--- src/sv/bitmap_id_allocator_assert.svh ---
// Assertion macros for the bitmap identifier allocator.
// Included by the top level; no other dependencies.
`ifndef BITMAP_ID_ALLOCATOR_ASSERT_SVH
`define BITMAP_ID_ALLOCATOR_ASSERT_SVH
`ifndef SYNTHESIS
`define BIA_ASSERT_SAME(label, clk, rst, ante, cons) \
  label: assert property (@(posedge clk) disable iff (rst) (ante) |-> (cons)) \
    else $error("bitmap_id_allocator: assertion failed");
`define BIA_ASSERT_NEXT(label, clk, rst, ante, cons) \
  label: assert property (@(posedge clk) disable iff (rst) (ante) |=> (cons)) \
    else $error("bitmap_id_allocator: assertion failed");
`else
`define BIA_ASSERT_SAME(label, clk, rst, ante, cons)
`define BIA_ASSERT_NEXT(label, clk, rst, ante, cons)
`endif
`endif

--- src/sv/bia_pkg.sv ---
// Shared constants, codes and control structs of the bitmap identifier allocator.
// No dependencies.
package bia_pkg;

  localparam int MAP_WORDS = 128;
  localparam int WORD_BITS = 32;
  localparam int ADDR_W    = (MAP_WORDS > 1) ? $clog2(MAP_WORDS) : 1;
  localparam int BIT_W     = $clog2(WORD_BITS);
  localparam int IDX_W     = ADDR_W + BIT_W;
  localparam int LIM_W     = 17;
  localparam int ID_W      = 16;
  localparam int COUNT_W   = 13;
  localparam int CFG_IDX_W = 8;
  localparam int CFG_DAT_W = 16;

  localparam logic [LIM_W-1:0] CAPACITY  = LIM_W'(MAP_WORDS * WORD_BITS);
  localparam logic [LIM_W-1:0] ID_SPACE  = LIM_W'(65536);
  localparam logic [ID_W-1:0]    BASE_RESET  = ID_W'(300);
  localparam logic [COUNT_W-1:0] COUNT_RESET = COUNT_W'(4096);

  localparam logic [CFG_IDX_W-1:0] CFG_ID_BASE  = CFG_IDX_W'(0);
  localparam logic [CFG_IDX_W-1:0] CFG_ID_COUNT = CFG_IDX_W'(1);

  localparam logic KIND_ALLOC   = 1'b0;
  localparam logic KIND_RELEASE = 1'b1;

  typedef enum logic [1:0] {
    ST_GRANTED      = 2'd0,
    ST_NONE_FREE    = 2'd1,
    ST_RELEASED     = 2'd2,
    ST_OUT_OF_RANGE = 2'd3
  } status_t;

  typedef struct packed {
    logic load;
    logic rd_scan;
    logic rd_rel;
    logic ptr_inc;
    logic wr_alloc;
    logic wr_rel;
    logic res_grant;
    logic res_none;
    logic res_rel;
    logic res_oor;
    logic out_load;
  } cmd_t;

  typedef struct packed {
    logic kind_rel;
    logic rel_ok;
    logic word_full;
    logic idx_ok;
    logic ptr_last;
    logic out_busy;
  } stat_t;

endpackage

--- src/sv/bia_ctrl.sv ---
// Controller of the bitmap identifier allocator: sequences scan, release and response.
// Depends on bia_pkg.
module bia_ctrl import bia_pkg::*; (
  input  logic  clk,
  input  logic  rst,
  input  logic  req_valid,
  output logic  req_ready,
  input  stat_t st,
  output cmd_t  cmd
);
  typedef enum logic [5:0] {
    S_IDLE     = 6'b000001,
    S_DISPATCH = 6'b000010,
    S_SCAN_RD  = 6'b000100,
    S_SCAN_CHK = 6'b001000,
    S_REL_WR   = 6'b010000,
    S_RESP     = 6'b100000
  } state_t;

  state_t state, state_next;

  assign req_ready = !rst && (state == S_IDLE);

  always_comb begin
    state_next = state;
    cmd        = '0;
    case (state)
      S_IDLE: begin
        if (req_valid) begin
          cmd.load   = 1'b1;
          state_next = S_DISPATCH;
        end
      end
      S_DISPATCH: begin
        if (!st.kind_rel) begin
          state_next = S_SCAN_RD;
        end else if (st.rel_ok) begin
          cmd.rd_rel = 1'b1;
          state_next = S_REL_WR;
        end else begin
          cmd.res_oor = 1'b1;
          state_next  = S_RESP;
        end
      end
      S_SCAN_RD: begin
        cmd.rd_scan = 1'b1;
        state_next  = S_SCAN_CHK;
      end
      S_SCAN_CHK: begin
        if (!st.word_full) begin
          if (st.idx_ok) begin
            cmd.wr_alloc  = 1'b1;
            cmd.res_grant = 1'b1;
          end else begin
            cmd.res_none = 1'b1;
          end
          state_next = S_RESP;
        end else if (st.ptr_last) begin
          cmd.res_none = 1'b1;
          state_next   = S_RESP;
        end else begin
          cmd.ptr_inc = 1'b1;
          state_next  = S_SCAN_RD;
        end
      end
      S_REL_WR: begin
        cmd.wr_rel  = 1'b1;
        cmd.res_rel = 1'b1;
        state_next  = S_RESP;
      end
      S_RESP: begin
        if (!st.out_busy) begin
          cmd.out_load = 1'b1;
          state_next   = S_IDLE;
        end
      end
      default: begin
        state_next = S_IDLE;
      end
    endcase
  end

  always_ff @(posedge clk) begin
    if (rst) begin
      state <= S_IDLE;
    end else begin
      state <= state_next;
    end
  end
endmodule

--- config.mk ---
export PLATFORM = sky130hd
export DESIGN_NAME = bia_ctrl
export DESIGN_NICKNAME = d
export VERILOG_FILES = /design/src/sv/bitmap_id_allocator_assert.svh /design/src/sv/bia_pkg.sv /design/src/sv/bia_ctrl.sv
export SDC_FILE = /design/constraint.sdc
export NUM_CORES = 1
export LEC_CHECK = 0
export BUFFER_PORTS_ARGS = -buffer_cell sky130_fd_sc_hd__buf_4
export CORE_AREA = 3 3 40 42
export DETAILED_ROUTE_END_ITERATION = 6
export DIE_AREA = 0 0 43 45
export PLACE_DENSITY_LB_ADDON = 0.3
export SYNTH_ARGS = -nofsm -noshare
export SYNTH_HDL_FRONTEND = slang
export SYNTH_SLANG_ARGS = --single-unit
--- constraint.sdc ---
create_clock -name clk -period 1.8 [get_ports clk]
set_clock_uncertainty 0.05 [all_clocks]
set_input_delay 0.27 -clock clk [delete_from_list [all_inputs] [get_ports clk]]
set_output_delay 0.27 -clock clk [all_outputs]
set_load 0.01 [all_outputs]
==> qor.tcl, run 1 <==
set qor(run_status) {finished, final reports clean}
set qor(post_dp_cell_area_um2) 606
set qor(core_region_area_um2) 1280
set qor(grt_start_max_net_pins) 8
set qor(synth-edff-count) 0
set qor(ys_async_sr_fraction_pct) 0
set qor(fin_crit_ns) 1.79
set qor(reg.largest.list) {state: 6 flops}
set qor(gpl.final_weighted_congestion) 0.746
set qor(dieHeight_um) 45
set qor(tritoncts.num_buffers) 3
set qor(io_buffer_count) 20
set qor(max_cap_viol_count) 0
set qor(placement.setup.worst_slack_ns) 0.108
set qor(netlist-cell-type-count) 29
set qor(grt_usage_pct) 13.5
set qor(floorplan.io_pins) 21
set qor(critical_path_data_required_time_ns) 1.48
set qor(htreeDepth) 1
set qor(critical_path.top_delay_family) {simple AND/OR/NAND/NOR gates}
set qor(max_clock_freq_mhz) 560
set qor(route.detailed.vias_per_inst) 5.19
set qor(critPathKind) {reg2out}
set qor(synth_largest_type_area_fraction_pct) 27.2
set qor(clk_root_buffer_cell) {sky130_fd_sc_hd__clkbuf_4}
set qor(critical_path.cell_chain) {nor4_4 -> nand3b_1 -> nand2b_4 -> a21oi_2 -> buf_4}
set qor(initialDrtViolationCount) 9
set qor(worst_hold_path.num_cells) 2
set qor(ctsHoldBuffers) 0
set qor(timing.final.hold_violations) 0
set qor(clock-sinks) 6
set qor(reg2reg_depth) 5
set qor(final-setup-viol-count) 0
set qor(critPathSlowestCell) {sky130_fd_sc_hd__dfxtp_2}
set qor(drt-wirelength-per-cell_um) 12.6
set qor(largest_reg_flops) 6
set qor(ys_seq_elements) 6
set qor(leakage_nw) 0.325
set qor(dr.pass1.iters) 3
set qor(timing.rr.end) {state[2]}
set qor(power_density_over_the_cells_nw_per_um2) 560
set qor(syn_area_per_cell_um2) 8.66
set qor(yosys_warnings) 0
set qor(area_growth_pct) 50.7
set qor(min_to) {state[2]}
set qor(die_width_um) 43
set qor(path_max_fanout) 3
set qor(grt_pass1_vias) 468
set qor(setup_slack_ns) 0.0135
set qor(placed_cells) 85
set qor(post-synth-top-area-cell) {sky130_fd_sc_hd__dfxtp_1}
set qor(via_count) 467
set qor(drt_wl_total_mm) 1.13
set qor(synthCells) 51
set qor(synth_sequential_area_ratio_pct) 27.2
set qor(layout_worst_path_cycle_share_pct) 99.3
set qor(arrival_ns) 1.47
set qor(max_slew_margin_pct) 82.0
set qor(timing_worst_slew_pin_value_ns) 0.268
set qor(number_of_nets_in_the_synthesized_netlist) 60
set qor(fin_max_slew_vios) 0
set qor(nNetsFinal) 86
set qor(global_route_wire_length_before_repair_mm) 1.94
set qor(critical-path-max-stage-delay_ns) 0.34
set qor(power_mw) 0.373
set qor(worst_hold_startpoint) {rst}
set qor(grt_setup_unrepaired) {true}
set qor(route.antenna.remaining_nets) 0
set qor(largest_register_by_flop_count) {state}
set qor(grt_overflow) 0
set qor(fin_area_um2) 666
set qor(initial_standard_cell_utilization_of_the_core_pct) 34.4
set qor(vdd.ir_drop.worst_mv) 0.317
set qor(wp_buf_inv) 1
set qor(floorplan.die_area_um2) 1940
set qor(clk_pin_slew_ns) 0.04
set qor(finalHoldWorstSlack_ns) 0.180
set qor(fill_cells) 129
set qor(post-dp-hpwl_um) 934
set qor(cts_tree) {done}
set qor(drcViolationCount) 0
set qor(min_path_type) {in2reg}
set qor(post-synth-top-count-cell) {sky130_fd_sc_hd__nor2_1}
set qor(row_count) 13
set qor(antenna_cells) 0
set qor(final_cell_count_no_fill) 90
set qor(rrSetupSlack_ns) 0.44
set qor(crit_path_end_kind) {output pin}
set qor(kind_of_start_point_of_the_critical_path) {flop}
set qor(post_synth_most_frequent_cells) {9 x sky130_fd_sc_hd__nor2_1, 6 x sky130_fd_sc_hd__dfxtp_1, 3 x sky130_fd_sc_hd__inv_1, 3 x sky130_fd_sc_hd__nor3_1}
set qor(clk_path_buf_depth) 2
set qor(clk_latency_ns) 0.24
set qor(post_route_cells_drive_above_1_share_pct) 58.7
set qor(antenna_violations_before_repair) 0
set qor(netlist_area_um2) 442
set qor(crit-reg2reg-launch) {state[0]}
set qor(post_synth_main_area_contributors) {sky130_fd_sc_hd__dfxtp_1 27%, sky130_fd_sc_hd__nor4_4 9.6%, sky130_fd_sc_hd__nor2_1 7.6%, sky130_fd_sc_hd__and2b_2 4.0%, sky130_fd_sc_hd__nor3_1 3.4%}
set qor(synth_ff_type) {sky130_fd_sc_hd__dfxtp_1}
## worst max-delay path by stage
| stage | start | end | slack (ns) | cells after the start |
|---|---|---|---|---|
| 6_report | state[0] | cmd[3] | 0.01 | 5 |
| 5_1_grt | state[0] | cmd[3] | -0.08 | 5 |
| 4_1_cts | state[1] | cmd[3] | 0.002 | 5 |
| 3_5_place_dp | state[4] | cmd[4] | 0.11 | 4 |
| 3_3_place_gp | state[4] | cmd[3] | 0.15 | 5 |
| 2_1_floorplan | state[1] | cmd[6] | 0.02 | 5 |
## kinds of logic after synthesis
family,share of synthesized area [%]
compound gates,17.3
xor+xnor,1.98
buf+inv,7.08
flops,27.2
simple gates,46.5
## cell usage in the layout (no fill, tap or decap), drive strengths merged, types with 2 or more instances in the layout
master and count:
a21o 2, and2b 2, buf 24, clkbuf 3
dfxtp 6, inv 3, nand3b 2, nor2 9
nor3 3, nor4 2
## power breakdown
part / internal (mW) / total, mW / switching (mW)
registers: 0.140 / 0.149 / 0.00917
clock network: 0.0754 / 0.124 / 0.0484
logic: 0.0567 / 0.0993 / 0.0427
## repair_timing
| action | 4_1_cts | 5_1_grt |
|---|---|---|
| endpoints found under the setup margin | 3 | 8 |
| gates resized for setup | 4 | 4 |
| setup buffers | 2 | 0 |
| pin swaps | 2 | 2 |
## cell type report
| class | instances | area (µm²) | area share, % |
|---|---|---|---|
| inverters | 3 | 11.3 | 1.69 |
| repair buffers | 24 | 180 | 27.1 |
| well taps | 15 | 18.8 | 2.82 |
| clock buffers | 3 | 22.5 | 3.38 |
| flip-flops and latches | 6 | 126 | 19.0 |
| multi-input cells | 39 | 307 | 46.1 |
## per-layer routing
metal	wire (µm)	part of all wire [%]	GRT usage, %	vias up
met5	0	0	0	-
met4	10	0.88	7.23	0
met3	65	5.7	2.79	2
met2	606	54	26.3	12
met1	450	40	13.3	223
li1	-	-	-	230
## metrics by stage
step           setup TNS (ns)  utilization [%]
6_report                    0             51.8
5_1_grt                -0.251             51.8
4_1_cts                     0             51.2
3_5_place_dp                0             47.1
3_3_place_gp                0             47.1
2_1_floorplan               0                -
(Power assumes the default switching activity.)
==> inputs of run 2 (changes only) <==
- BUFFER_PORTS_ARGS: -buffer_cell sky130_fd_sc_hd__buf_4 -> -buffer_cell sky130_fd_sc_hd__buf_2
==> qor.tcl, run 2 (synthesized netlist as in run 1, its figures left out) <==
set qor(critical_path_data_required_time_ns) 1.48 ;# about the same
set qor(via_count) 444 ;# -4.9%
set qor(grt_overflow) 0 ;# unchanged
set qor(post-dp-hpwl_um) 875 ;# -6.3%
set qor(path_max_fanout) 5 ;# +2
set qor(critPathKind) {reg2out}
set qor(io_buffer_count) 20 ;# unchanged
set qor(route.detailed.vias_per_inst) 4.93 ;# -4.9%
set qor(switching_share_pct) 26.3 ;# -0.59 points
set qor(power_density_over_the_cells_nw_per_um2) 561 ;# +0.29%
set qor(run_status) {finished, final reports clean}
set qor(max_clock_freq_mhz) 560 ;# about the same
set qor(max_slew_margin_pct) 81.6 ;# -0.36 points
set qor(htreeDepth) 1 ;# unchanged
set qor(grt_start_max_net_pins) 9 ;# +1
set qor(pwr-share-clk_pct) 33.9 ;# +0.7 points
set qor(largest_register_by_flop_count) {state}
set qor(crit-reg2reg-launch) {state[2]}
set qor(critical_path.cell_chain) {nor4_4 -> nand3b_1 -> nor3b_1 -> buf_2}
set qor(grt_usage_pct) 12.3 ;# -1.2 points
set qor(start_point_of_the_critical_path) {state[2]}
set qor(drt-wirelength-per-cell_um) 11.7 ;# -7.2%
set qor(drcViolationCount) 0 ;# unchanged
set qor(critPathSlowestCell) {sky130_fd_sc_hd__dfxtp_4}
set qor(cellInternalPower_mw) 0.257 ;# -5.7%
set qor(netSwitchingPower_mw) 0.0917 ;# -8.6%
set qor(worst_hold_startpoint) {rst}
set qor(combPwrFrac_pct) 23.2 ;# -3.5 points
set qor(area_growth_pct) 40.5
set qor(ctsHoldBuffers) 0 ;# unchanged
set qor(placed_cells) 84 ;# -1.2%
set qor(max_cap_viol_count) 0 ;# unchanged
set qor(leakage_nw) 0.319 ;# -1.8%
set qor(dr.pass1.iters) 1 ;# -2
set qor(clk_root_buffer_cell) {sky130_fd_sc_hd__clkbuf_4}
set qor(critical-path-max-stage-delay_ns) 0.36 ;# +0.02 ns
set qor(grt_setup_unrepaired) {true}
set qor(clk_latency_ns) 0.24 ;# about the same
set qor(die_width_um) 43 ;# unchanged
set qor(kind_of_start_point_of_the_critical_path) {flop}
set qor(grt_pass1_vias) 426 ;# -9.0%
set qor(gr-usage-met3_pct) 1.59 ;# -1.2 points
set qor(drt_wl_total_mm) 1.05 ;# -7.2%
set qor(floorplan.die_area_um2) 1940 ;# unchanged
set qor(grt_use_met1_pct) 12.1 ;# -1.1 points
set qor(min_path_type) {in2reg}
set qor(gpl.final_weighted_congestion) 0.740 ;# -0.83%
set qor(largest_reg_flops) 6 ;# unchanged
set qor(clk_path_buf_depth) 2 ;# unchanged
set qor(arrival_ns) 1.47 ;# about the same
set qor(layout_worst_path_cycle_share_pct) 99.3 ;# about the same
set qor(dieHeight_um) 45 ;# unchanged
set qor(crit_path_end_kind) {output pin}
set qor(critical_path.top_delay_family) {simple AND/OR/NAND/NOR gates}
set qor(nNetsFinal) 86 ;# unchanged
set qor(fin_max_slew_vios) 0 ;# unchanged
set qor(fill_cells) 121 ;# -6.2%
set qor(setup_slack_ns) 0.0131 ;# -0.000391 ns
set qor(initial_standard_cell_utilization_of_the_core_pct) 34.4 ;# unchanged
set qor(grt_most_used_layer) {met2}
set qor(timing.final.hold_violations) 0 ;# unchanged
set qor(clock-sinks) 6 ;# unchanged
set qor(global_route_wire_length_before_repair_mm) 1.75 ;# -9.6%
set qor(fin_crit_ns) 1.79 ;# +0.000391 ns
set qor(placement.setup.worst_slack_ns) 0.125 ;# +0.0165 ns
set qor(timing_worst_slew_pin_value_ns) 0.274 ;# +0.00538 ns
set qor(final-setup-viol-count) 0 ;# unchanged
set qor(final_common_cell) {sky130_fd_sc_hd__buf_2}
set qor(reg.largest.list) {state: 6 flops}
set qor(post_route_cells_drive_above_1_share_pct) 57.3 ;# -1.3 points
set qor(pwr-share-seq_pct) 42.9 ;# +2.8 points
set qor(antenna_cells) 0 ;# unchanged
set qor(row_count) 13 ;# unchanged
set qor(floorplan.io_pins) 21 ;# unchanged
set qor(use_met2_pct) 24.3 ;# -2.1 points
set qor(post_dp_cell_area_um2) 548 ;# -9.5%
set qor(clk_pin_slew_ns) 0.04 ;# about the same
set qor(core_region_area_um2) 1280 ;# unchanged
set qor(fin_area_um2) 621 ;# -6.8%
set qor(vdd.ir_drop.worst_mv) 0.361 ;# +14%
set qor(antenna_violations_before_repair) 0 ;# unchanged
set qor(mostFrequentLayoutCells) {19 x sky130_fd_sc_hd__buf_2, 8 x sky130_fd_sc_hd__nor2_1, 4 x sky130_fd_sc_hd__buf_4}
set qor(route.antenna.remaining_nets) 0 ;# unchanged
set qor(wp_buf_inv) 1 ;# unchanged
set qor(initialDrtViolationCount) 0 ;# -9
set qor(cts_tree) {done}
set qor(totalNegativeSetupSlack_ns) 0 ;# unchanged
set qor(final_cell_count_no_fill) 90 ;# unchanged
set qor(tritoncts.num_buffers) 3 ;# unchanged
[run 2: power groups by stage]
| stage | sequential [mW] | clock, mW | combinational (mW) |
|---|---|---|---|
| global route | 0.152 | 0.130 | 0.0915 |
| finish | 0.150 | 0.118 | 0.0809 |
| detailed placement | 0.153 | 0 | 0.0753 |
| CTS | 0.150 | 0.124 | 0.0802 |
| global placement | 0.152 | 0 | 0.0744 |
| floorplan | 0.149 | 0 | 0.0513 |
[run 2: per-stage QoR]
stage | hold slack, ns | utilization, % | power (mW)
after floorplan | 0.289 | - | 0.200
after global placement | 0.487 | 42.6 | 0.226
after detailed placement | 0.486 | 42.6 | 0.228
after CTS | 0.230 | 46.3 | 0.354
after global routing | 0.241 | 48.3 | 0.374
final | 0.226 | 48.3 | 0.348
[run 2: what timing repair did]
action                                  CTS  global route
buffers inserted                          2             2
resized for setup                         2             7
gates cloned                              0             0
endpoints found under the setup margin    3             9
pin swaps                                 2             4
[run 2: worst paths after layout]
| check | to | slack, ns | cells past startpoint |
|---|---|---|---|
| min reg2reg | state[1] | 0.57 | 2 |
| max | cmd[4] | 0.01 | 4 |
| min | state[2] | 0.23 | 2 |
| max reg2reg | state[0] | 0.44 | 5 |
[run 2: layer usage]
metal,vias to the layer above,part of all wire [%],routed length (µm)
met2,10,56,590
li1,231,-,-
met5,-,0,0
met3,0,5.7,60
met4,0,0,0
met1,203,38,399
[run 2: layout make-up]
class,instances,area (µm²),area share (%)
well taps,15,18.8,3.02
repair buffers,24,136,22.0
flip-flops and latches,6,128,20.6
clock buffers,3,22.5,3.63
multi-input cells,39,304,49.0
inverters,3,11.3,1.81
