`config.mk`:
```
export PLATFORM = sky130hd
export DESIGN_NAME = bia_dp_flat
export DESIGN_NICKNAME = d
export VERILOG_FILES = /design/src/sv/bitmap_id_allocator_assert.svh /design/src/sv/bia_pkg.sv /design/src/sv/bia_if.sv /design/src/sv/bia_ram.sv /design/src/sv/bia_dp.sv /design/src/flat_wrapper.sv
export SDC_FILE = /design/constraint.sdc
export NUM_CORES = 2
export LEC_CHECK = 0
export BUFFER_PORTS_ARGS = -buffer_cell sky130_fd_sc_hd__buf_2
export CORE_MARGIN = 2
export CORE_UTILIZATION = 40
export CTS_BUF_LIST = sky130_fd_sc_hd__clkbuf_4 sky130_fd_sc_hd__clkbuf_8
export DETAILED_ROUTE_END_ITERATION = 8
export SYNTH_ARGS = -nofsm -noshare
export SYNTH_HDL_FRONTEND = slang
export SYNTH_HIERARCHICAL = 1
export SYNTH_SLANG_ARGS = --single-unit
```
`constraint.sdc`:
```
create_clock -name clk -period 22 [get_ports clk]
set_input_delay 0 -clock clk [delete_from_list [all_inputs] [get_ports clk]]
set_output_delay 0 -clock clk [all_outputs]
set_load 0.01 [all_outputs]
```
`src/sv/bitmap_id_allocator_assert.svh`:
```
// Assertion macros for the bitmap identifier allocator.
// Included by the top level; no other dependencies.
`ifndef BITMAP_ID_ALLOCATOR_ASSERT_SVH
`define BITMAP_ID_ALLOCATOR_ASSERT_SVH
`ifndef SYNTHESIS
`define BIA_ASSERT_SAME(label, clk, rst, ante, cons) \
  label: assert property (@(posedge clk) disable iff (rst) (ante) |-> (cons)) \
    else $error("bitmap_id_allocator: assertion failed");
`define BIA_ASSERT_NEXT(label, clk, rst, ante, cons) \
  label: assert property (@(posedge clk) disable iff (rst) (ante) |=> (cons)) \
    else $error("bitmap_id_allocator: assertion failed");
`else
`define BIA_ASSERT_SAME(label, clk, rst, ante, cons)
`define BIA_ASSERT_NEXT(label, clk, rst, ante, cons)
`endif
`endif

```
`src/sv/bia_pkg.sv`:
```
// Shared constants, codes and control structs of the bitmap identifier allocator.
// No dependencies.
package bia_pkg;

  localparam int MAP_WORDS = 128;
  localparam int WORD_BITS = 32;
  localparam int ADDR_W    = (MAP_WORDS > 1) ? $clog2(MAP_WORDS) : 1;
  localparam int BIT_W     = $clog2(WORD_BITS);
  localparam int IDX_W     = ADDR_W + BIT_W;
  localparam int LIM_W     = 17;
  localparam int ID_W      = 16;
  localparam int COUNT_W   = 13;
  localparam int CFG_IDX_W = 8;
  localparam int CFG_DAT_W = 16;

  localparam logic [LIM_W-1:0] CAPACITY  = LIM_W'(MAP_WORDS * WORD_BITS);
  localparam logic [LIM_W-1:0] ID_SPACE  = LIM_W'(65536);
  localparam logic [ID_W-1:0]    BASE_RESET  = ID_W'(300);
  localparam logic [COUNT_W-1:0] COUNT_RESET = COUNT_W'(4096);

  localparam logic [CFG_IDX_W-1:0] CFG_ID_BASE  = CFG_IDX_W'(0);
  localparam logic [CFG_IDX_W-1:0] CFG_ID_COUNT = CFG_IDX_W'(1);

  localparam logic KIND_ALLOC   = 1'b0;
  localparam logic KIND_RELEASE = 1'b1;

  typedef enum logic [1:0] {
    ST_GRANTED      = 2'd0,
    ST_NONE_FREE    = 2'd1,
    ST_RELEASED     = 2'd2,
    ST_OUT_OF_RANGE = 2'd3
  } status_t;

  typedef struct packed {
    logic load;
    logic rd_scan;
    logic rd_rel;
    logic ptr_inc;
    logic wr_alloc;
    logic wr_rel;
    logic res_grant;
    logic res_none;
    logic res_rel;
    logic res_oor;
    logic out_load;
  } cmd_t;

  typedef struct packed {
    logic kind_rel;
    logic rel_ok;
    logic word_full;
    logic idx_ok;
    logic ptr_last;
    logic out_busy;
  } stat_t;

endpackage

```
`src/sv/bia_if.sv`:
```


interface bia_rsp_if import bia_pkg::*; ();
  logic            valid;
  logic            ready;
  logic [ID_W-1:0] granted_id;
  status_t         status;
  modport source (output valid, granted_id, status, input ready);
  modport sink   (input valid, granted_id, status, output ready);
endinterface

interface bia_cfg_if import bia_pkg::*; ();
  logic                 valid;
  logic                 ready;
  logic [CFG_IDX_W-1:0] index;
  logic [CFG_DAT_W-1:0] data;
  modport source (output valid, index, data, input ready);
  modport sink   (input valid, index, data, output ready);
endinterface

```
`src/sv/bia_ram.sv`:
```
// Generic single-write, single-read RAM with registered read data.
// No dependencies.
module bia_ram #(
  parameter int WIDTH = 32,
  parameter int DEPTH = 128
) (
  input  logic                                          clk,
  input  logic                                          wr_en,
  input  logic [((DEPTH > 1) ? $clog2(DEPTH) : 1)-1:0]  wr_addr,
  input  logic [WIDTH-1:0]                              wr_data,
  input  logic                                          rd_en,
  input  logic [((DEPTH > 1) ? $clog2(DEPTH) : 1)-1:0]  rd_addr,
  output logic [WIDTH-1:0]                              rd_data
);
  logic [WIDTH-1:0] mem [DEPTH];

  always_ff @(posedge clk) begin
    if (wr_en) begin
      mem[wr_addr] <= wr_data;
    end
    if (rd_en) begin
      rd_data <= mem[rd_addr];
    end
  end
endmodule

```
`src/sv/bia_dp.sv`:
```
// Datapath of the bitmap identifier allocator: config, request, bitmap RAM, result.
// Depends on bia_pkg, bia_if and bia_ram.
module bia_dp import bia_pkg::*; (
  input  logic            clk,
  input  logic            rst,
  input  logic            req_kind,
  input  logic [ID_W-1:0] req_release_id,
  bia_cfg_if.sink         cfg,
  bia_rsp_if.source       rsp,
  input  cmd_t            cmd,
  output stat_t           st
);
  logic [ID_W-1:0]    id_base;
  logic [COUNT_W-1:0] id_count;
  logic [ID_W-1:0]    base_q;
  logic [LIM_W-1:0]   limit_q;
  logic               kind_q;
  logic [ID_W-1:0]    rid_q;
  logic [ADDR_W-1:0]  ptr;
  logic [MAP_WORDS-1:0] vld;
  logic               rd_vld_q;
  logic [ID_W-1:0]    res_id;
  status_t            res_status;
  logic               out_valid;
  logic [ID_W-1:0]    out_id;
  status_t            out_status;

  logic [LIM_W-1:0]     room, lim_a, lim_b;
  logic [ID_W-1:0]      off;
  logic [ADDR_W-1:0]    rel_word;
  logic [BIT_W-1:0]     rel_bit;
  logic [WORD_BITS-1:0] ram_rdata, word;
  logic [BIT_W-1:0]     free_bit;
  logic [IDX_W-1:0]     idx;
  logic                 rd_en, wr_en;
  logic [ADDR_W-1:0]    rd_addr, wr_addr;
  logic [WORD_BITS-1:0] wr_data;

  // config port
  assign cfg.ready = !rst;
  always_ff @(posedge clk) begin
    if (rst) begin
      id_base  <= BASE_RESET;
      id_count <= COUNT_RESET;
    end else if (cfg.valid) begin
      if (cfg.index == CFG_ID_BASE) begin
        id_base <= cfg.data[ID_W-1:0];
      end else if (cfg.index == CFG_ID_COUNT) begin
        id_count <= cfg.data[COUNT_W-1:0];
      end
    end
  end

  // effective count: min(id_count, capacity, id space above base)
  always_comb begin
    room  = ID_SPACE - LIM_W'(id_base);
    lim_a = LIM_W'(id_count);
    if (lim_a > CAPACITY) begin
      lim_a = CAPACITY;
    end
    lim_b = (lim_a > room) ? room : lim_a;
  end

  always_ff @(posedge clk) begin
    if (cmd.load) begin
      base_q  <= id_base;
      limit_q <= lim_b;
      kind_q  <= req_kind;
      rid_q   <= req_release_id;
    end
  end

  always_ff @(posedge clk) begin
    if (cmd.load) begin
      ptr <= '0;
    end else if (cmd.ptr_inc) begin
      ptr <= ptr + ADDR_W'(1);
    end
  end

  // release address
  assign off      = rid_q - base_q;
  assign rel_word = ADDR_W'(off >> BIT_W);
  assign rel_bit  = off[BIT_W-1:0];

  // scan word and its lowest clear bit
  assign word = rd_vld_q ? ram_rdata : '0;
  always_comb begin
    free_bit = '0;
    for (int i = WORD_BITS - 1; i >= 0; i--) begin
      if (!word[i]) begin
        free_bit = BIT_W'(i);
      end
    end
  end
  assign idx = {ptr, free_bit};

  assign st.kind_rel  = (kind_q == KIND_RELEASE);
  assign st.rel_ok    = (rid_q >= base_q) && (LIM_W'(off) < limit_q);
  assign st.word_full = &word;
  assign st.idx_ok    = LIM_W'(idx) < limit_q;
  assign st.ptr_last  = (ptr == ADDR_W'(MAP_WORDS - 1));
  assign st.out_busy  = out_valid && !rsp.ready;

  // bitmap RAM, entries not yet written read as free
  assign rd_en   = cmd.rd_scan || cmd.rd_rel;
  assign rd_addr = cmd.rd_rel ? rel_word : ptr;
  assign wr_en   = cmd.wr_alloc || cmd.wr_rel;
  assign wr_addr = cmd.wr_rel ? rel_word : ptr;
  assign wr_data = cmd.wr_rel ? (word & ~(WORD_BITS'(1) << rel_bit))
                              : (word | (WORD_BITS'(1) << free_bit));

  bia_ram #(
    .WIDTH (WORD_BITS),
    .DEPTH (MAP_WORDS)
  ) u_ram (
    .clk     (clk),
    .wr_en   (wr_en),
    .wr_addr (wr_addr),
    .wr_data (wr_data),
    .rd_en   (rd_en),
    .rd_addr (rd_addr),
    .rd_data (ram_rdata)
  );

  always_ff @(posedge clk) begin
    if (rst) begin
      vld      <= '0;
      rd_vld_q <= 1'b0;
    end else begin
      if (wr_en) begin
        vld[wr_addr] <= 1'b1;
      end
      if (rd_en) begin
        rd_vld_q <= vld[rd_addr];
      end
    end
  end

  // result
  always_ff @(posedge clk) begin
    if (cmd.res_grant) begin
      res_id     <= base_q + ID_W'(idx);
      res_status <= ST_GRANTED;
    end else if (cmd.res_none) begin
      res_id     <= '0;
      res_status <= ST_NONE_FREE;
    end else if (cmd.res_rel) begin
      res_id     <= '0;
      res_status <= ST_RELEASED;
    end else if (cmd.res_oor) begin
      res_id     <= '0;
      res_status <= ST_OUT_OF_RANGE;
    end
  end

  always_ff @(posedge clk) begin
    if (rst) begin
      out_valid <= 1'b0;
    end else if (cmd.out_load) begin
      out_valid <= 1'b1;
    end else if (rsp.ready) begin
      out_valid <= 1'b0;
    end
  end

  always_ff @(posedge clk) begin
    if (cmd.out_load) begin
      out_id     <= res_id;
      out_status <= res_status;
    end
  end

  assign rsp.valid      = out_valid;
  assign rsp.granted_id = out_id;
  assign rsp.status     = out_status;
endmodule

```
`src/flat_wrapper.sv`:
```
// flat-port wrapper written by rule: the top's interface ports become plain ports
module bia_dp_flat import bia_pkg::*;
  (clk, rst, req_kind, req_release_id, cmd, st, cfg_valid, cfg_index, cfg_data, cfg_ready, rsp_valid, rsp_granted_id, rsp_status, rsp_ready);
  bia_cfg_if cfg_i ();
  bia_rsp_if rsp_i ();
  input  logic clk;
  input  logic rst;
  input  logic req_kind;
  input  logic [ID_W-1:0] req_release_id;
  input  cmd_t cmd;
  output stat_t st;
  input wire logic [$bits(cfg_i.valid)-1:0] cfg_valid;
  input wire logic [$bits(cfg_i.index)-1:0] cfg_index;
  input wire logic [$bits(cfg_i.data)-1:0] cfg_data;
  output wire logic [$bits(cfg_i.ready)-1:0] cfg_ready;
  output wire logic [$bits(rsp_i.valid)-1:0] rsp_valid;
  output wire logic [$bits(rsp_i.granted_id)-1:0] rsp_granted_id;
  output wire logic [$bits(rsp_i.status)-1:0] rsp_status;
  input wire logic [$bits(rsp_i.ready)-1:0] rsp_ready;
  assign cfg_i.valid = cfg_valid;
  assign cfg_i.index = cfg_index;
  assign cfg_i.data = cfg_data;
  assign cfg_ready = cfg_i.ready;
  assign rsp_valid = rsp_i.valid;
  assign rsp_granted_id = rsp_i.granted_id;
  assign rsp_status = rsp_i.status;
  assign rsp_i.ready = rsp_ready;
  bia_dp u_core (.clk(clk), .rst(rst), .req_kind(req_kind), .req_release_id(req_release_id), .cfg(cfg_i), .rsp(rsp_i), .cmd(cmd), .st(st));
endmodule
```
==> run_summary.xml <==
<?xml version="1.0" encoding="UTF-8"?>
<metrics>
  <group name="global_routing">
    <metric name="antenna_found_initial" unit="">45</metric>
    <metric name="largest_net_degree_at_the_start_of_global_routing" unit="">150</metric>
    <metric name="use_met1" unit="%">30.7</metric>
    <metric name="grt_use_total" unit="%">21.6</metric>
    <metric name="grt_pass1_wl" unit="mm">660</metric>
    <metric name="global_route.usage.met3" unit="%">4.36</metric>
    <metric name="number_of_global_route_vias_before_repair" unit="">86200</metric>
    <metric name="gr-usage-met2" unit="%">33.9</metric>
    <metric name="grt_overflow" unit="">0</metric>
    <metric name="busiest_layer" unit="">met2</metric>
  </group>
  <group name="yosys">
    <metric name="synth-edff-count" unit="">4212</metric>
    <metric name="synthDominantAreaCellType" unit="">sky130_fd_sc_hd__edfxtp_1</metric>
    <metric name="synth_common_cells" unit="">sky130_fd_sc_hd__edfxtp_1, sky130_fd_sc_hd__mux4_2, sky130_fd_sc_hd__nor2_1, sky130_fd_sc_hd__clkbuf_1, sky130_fd_sc_hd__dfxtp_1</metric>
    <metric name="synthMuxAreaShare" unit="%">18.6</metric>
    <metric name="number_of_synthesis_warnings" unit="">6</metric>
    <metric name="post_synth_xor_area_fraction" unit="%">0.170</metric>
    <metric name="postSynthRegisterBits" unit="">4380</metric>
    <metric name="post_synth_and_or_nand_nor_area_fraction" unit="%">1.81</metric>
    <metric name="synth.distinct_cells" unit="">84</metric>
    <metric name="synth_area_leaders" unit="">sky130_fd_sc_hd__edfxtp_1, sky130_fd_sc_hd__mux4_2, sky130_fd_sc_hd__dfxtp_1, sky130_fd_sc_hd__nor2_1, sky130_fd_sc_hd__mux2i_1</metric>
    <metric name="postSynthCellCount" unit="">7499</metric>
    <metric name="yosysMostFrequentCell" unit="">sky130_fd_sc_hd__edfxtp_1</metric>
    <metric name="syn-mean-instance-area" unit="um2">22.7</metric>
    <metric name="synth-compound-area-share" unit="%">1.51</metric>
    <metric name="synthesized_area_fraction_occupied_by_adder_cells" unit="%">0.512</metric>
    <metric name="synth.cell_area" unit="mm2">0.170</metric>
    <metric name="synth_async_sr_flop_share" unit="%">0</metric>
    <metric name="synth_ff_type" unit="">sky130_fd_sc_hd__edfxtp_1</metric>
    <metric name="synth_top_area_share" unit="%">74.3</metric>
    <metric name="synth-seq-area-share" unit="%">76.3</metric>
    <metric name="dominant_combinational_cell_family_by_area_after_synthesis" unit="">multiplexers</metric>
  </group>
  <group name="layout">
    <metric name="syn_to_final_growth" unit="%">14.2</metric>
    <metric name="post_route_cells_drive_above_1_share" unit="%">33.9</metric>
    <metric name="final_nets" unit="">8418</metric>
    <metric name="count_of_fill_cells_added_during_filler_insertion" unit="">34800</metric>
    <metric name="finish.instance_area" unit="mm2">0.194</metric>
  </group>
  <group name="route">
    <metric name="antenna_violating_nets_post_route" unit="">0</metric>
    <metric name="wirelength" unit="mm">473</metric>
    <metric name="vias_per_cell" unit="">5.86</metric>
    <metric name="routed-via-count" unit="">85200</metric>
    <metric name="routed_len_inst" unit="um">32.6</metric>
    <metric name="drc" unit="">0</metric>
    <metric name="detail_route.first_pass.iterations" unit="">7</metric>
    <metric name="count_of_routing_violations_after_the_opening_detailed_route_iteration" unit="">11900</metric>
  </group>
  <group name="floorplan">
    <metric name="fp.dieArea" unit="mm2">0.431</metric>
    <metric name="floorplan.die.width" unit="um">656</metric>
    <metric name="floorplan.core_area" unit="mm2">0.424</metric>
    <metric name="num_rows" unit="">239</metric>
    <metric name="starting_density_of_the_core" unit="%">40.2</metric>
    <metric name="design.portCount" unit="">82</metric>
    <metric name="dieHeight" unit="um">656</metric>
  </group>
  <group name="sta">
    <metric name="drv_slew" unit="">0</metric>
    <metric name="timing_hold_violations_final" unit="">0</metric>
    <metric name="fin_crit" unit="ns">9.15</metric>
    <metric name="setup_total_negative_slack" unit="ns">0</metric>
    <metric name="highest_attainable_clock_frequency" unit="GHz">0.109</metric>
    <metric name="min_period_over_period" unit="%">41.6</metric>
    <metric name="rsz0062_at_grt" unit="">false</metric>
    <metric name="finalClockSkew" unit="ns">0.0844</metric>
    <metric name="worstMarginPinSlew" unit="ns">1.37</metric>
    <metric name="setup_viol" unit="">0</metric>
    <metric name="post_route_setup_slack" unit="ns">12.85</metric>
    <metric name="worst_max_slew_margin_expressed_relative_to_the_limit" unit="%">8.69</metric>
  </group>
  <group name="critical_path">
    <metric name="cp_data_required_time" unit="ns">22.96</metric>
    <metric name="cp-start-kind" unit="">register</metric>
    <metric name="endpoint_kind" unit="">register</metric>
    <metric name="critical_path.most_common_cell" unit="">sky130_fd_sc_hd__buf_4</metric>
    <metric name="number_of_buffers_and_inverters_on_the_critical_path" unit="">8</metric>
    <metric name="crit_path_end" unit="">u_core/u_ram/rd_data[19]</metric>
    <metric name="timing.critical_path.max_delay_family" unit="">buffers and inverters</metric>
    <metric name="rr_endpoint" unit="">u_core/u_ram/rd_data[19]</metric>
    <metric name="startpoint" unit="">u_core/base_q[1]</metric>
    <metric name="critical-path-max-stage-delay" unit="ns">0.77</metric>
    <metric name="reg2reg_depth" unit="">17</metric>
    <metric name="critical_path_arrival" unit="ns">10.11</metric>
    <metric name="crit_cells" unit="">17</metric>
    <metric name="critPathMaxFanout" unit="">149</metric>
    <metric name="worst_r2r_startpoint" unit="">u_core/base_q[1]</metric>
    <metric name="path_cells" unit="">inv_1 &gt; ha_1 &gt; and2b_1 &gt; o21a_2 &gt; o211ai_4 &gt; a21oi_4 &gt; buf_4 &gt; inv_16 &gt; buf_4 &gt; buf_4 &gt; buf_4 &gt; buf_4 &gt; buf_4 &gt; mux4_2 &gt; mux4_2 &gt; mux4_2 &gt; mux2_2</metric>
    <metric name="worst-r2r-setup-slack" unit="ns">12.85</metric>
    <metric name="critPathSlowestCell" unit="">sky130_fd_sc_hd__buf_4</metric>
    <metric name="setup.worst_path.class" unit="">register to register</metric>
  </group>
  <group name="clock_tree">
    <metric name="clock_pin_transition_on_the_worst_setup_and_hold_timing_paths" unit="ns">0.07</metric>
    <metric name="htree_levels" unit="">6</metric>
    <metric name="cts_buffer_count" unit="">684</metric>
    <metric name="insertion_delay" unit="ns">1.24</metric>
    <metric name="tritoncts" unit="">done</metric>
    <metric name="clock_tree.root_cell" unit="">sky130_fd_sc_hd__clkbuf_8</metric>
    <metric name="cts.repair_timing.setup_buffer_count" unit="">0</metric>
    <metric name="post_cts.resized_instances" unit="">0</metric>
    <metric name="clkSinkCount" unit="">4380</metric>
    <metric name="clockBufferDepth" unit="">4</metric>
  </group>
  <group name="status">
    <metric name="outcome" unit="">complete, no violations</metric>
  </group>
  <group name="placement">
    <metric name="place_worst_setup_slack" unit="ns">12.71</metric>
    <metric name="port_buffers" unit="">81</metric>
    <metric name="gp_congestion" unit="">0.857</metric>
    <metric name="half_perimeter_wire_length_of_the_detailed_placement_result" unit="mm">256</metric>
    <metric name="placement.cell_area" unit="mm2">0.180</metric>
  </group>
  <group name="pwr">
    <metric name="power.total" unit="uW">18700</metric>
    <metric name="standby_leakage_power" unit="uW">0.0611</metric>
    <metric name="vdd.ir_drop.worst" unit="mV">0.0576</metric>
    <metric name="power.density_cell_area" unit="mW/mm2">96.5</metric>
  </group>
  <group name="min_path">
    <metric name="holdPathStages" unit="">6</metric>
    <metric name="timing.hold.worst.class" unit="">primary input to register</metric>
  </group>
  <group name="run">
    <metric name="maxCapViolCount" unit="">0</metric>
  </group>
</metrics>
## stage by stage
step / util (%) / std cells / hold WS, ns
floorplan: - / 7502 / 0.0534
global placement: 42.4 / 13100 / 0.179
detailed placement: 42.4 / 13100 / 0.178
CTS: 45.8 / 14500 / 0.0000485
global route: 45.8 / 14500 / 0.0966
finish: 45.8 / 14500 / 0.160
## layer usage
layer / share of wire (%) / vias to the layer above
met5: 0.015 / -
met4: 3.0 / 8
li1: - / 33600
met2: 47 / 4677
met1: 40 / 46100
met3: 10 / 832
## state kept, by name (all words and copies together) (netlist names)
name                   cells
u_core/base_q             16
u_core/id_base            16
u_core/id_count           13
u_core/kind_q              1
u_core/limit_q            17
u_core/ptr                 7
u_core/rd_vld_q            1
u_core/res_id             16
u_core/res_status          2
u_core/rid_q              16
u_core/rsp.granted_id     16
u_core/rsp.status          2
u_core/rsp.valid           1
u_core/u_ram/mem        4096
u_core/u_ram/rd_data      32
u_core/vld               128
## layout make-up
cell class / count / area, um2 / area share [%]
inverters: 74 / 324 / 0.167
diodes: 39 / 97.6 / 0.0502
repair buffers: 485 / 3910 / 2.01
clock inverters: 294 / 1860 / 0.955
well taps: 5663 / 7090 / 3.65
multi-input cells: 2668 / 39900 / 20.5
flip-flops and latches: 4380 / 130000 / 66.8
clock buffers: 917 / 11200 / 5.79
## how the worst min path moves through the flow
stage,startpoint,to,slack [ns]
finish,cmd[6],u_core/vld[79],0.16
global route,cmd[6],u_core/vld[79],0.1
detailed placement,req_release_id[15],u_core/rid_q[15],0.18
CTS,cmd[6],u_core/vld[79],0.00005
floorplan,rsp_ready,st[0],0.05
global placement,req_kind,u_core/kind_q,0.18
## tightest hold or removal path, delay by kind of cell
family	cells	cell delay, ns
buffers and inverters	1	0.13
AND/OR/NAND/NOR	4	1.00
AO/OA/AOI/OAI	1	0.16
## cell usage in the layout, fill, tap and decap left out, types with 22 or more instances in the layout
cell type / Yosys / final
sky130_fd_sc_hd__a21oi_1: 162 / 162
sky130_fd_sc_hd__buf_2: 91 / 80
sky130_fd_sc_hd__buf_4: 6 / 255
sky130_fd_sc_hd__clkbuf_4: 0 / 220
sky130_fd_sc_hd__clkbuf_8: 0 / 697
sky130_fd_sc_hd__clkinv_1: 2 / 174
sky130_fd_sc_hd__clkinv_2: 0 / 64
sky130_fd_sc_hd__dfxtp_1: 168 / 168
sky130_fd_sc_hd__diode_2: 0 / 39
sky130_fd_sc_hd__dlygate4sd3_1: 0 / 141
sky130_fd_sc_hd__edfxtp_1: 4212 / 4212
sky130_fd_sc_hd__ha_1: 68 / 68
sky130_fd_sc_hd__inv_1: 65 / 63
sky130_fd_sc_hd__mux2_2: 41 / 41
sky130_fd_sc_hd__mux2i_1: 89 / 89
sky130_fd_sc_hd__mux4_2: 1344 / 1344
sky130_fd_sc_hd__nand2_1: 130 / 127
sky130_fd_sc_hd__nand3_1: 51 / 47
sky130_fd_sc_hd__nor2_1: 352 / 226
sky130_fd_sc_hd__nor2_4: 4 / 123
sky130_fd_sc_hd__nor2b_1: 22 / 22
sky130_fd_sc_hd__o211ai_1: 38 / 38
sky130_fd_sc_hd__o21ai_0: 42 / 34
## cells by family after synthesis
family / after synthesis
AOI/OAI and AO/OA: 396
xor gates and xnor gates: 33
adders and majority gates: 69
buffers and inverters: 454
DFF: 4380
muxes: 1475
other: 1
and+or+nand+nor: 691
## repair_timing
| item | in CTS | in global routing |
|---|---|---|
| hold endpoints to repair | 518 | 0 |
| hold buffers | 142 | 0 |
| endpoints found under the setup margin | 0 | 0 |
## report_power, final
part / internal (uW) / leakage, uW / switching, uW
Sequential: 9500 / 0.0404 / 114
Combinational: 897 / 0.0137 / 1590
Clock: 3460 / 0.00693 / 3190
Power figures use the tool's default switching activity.
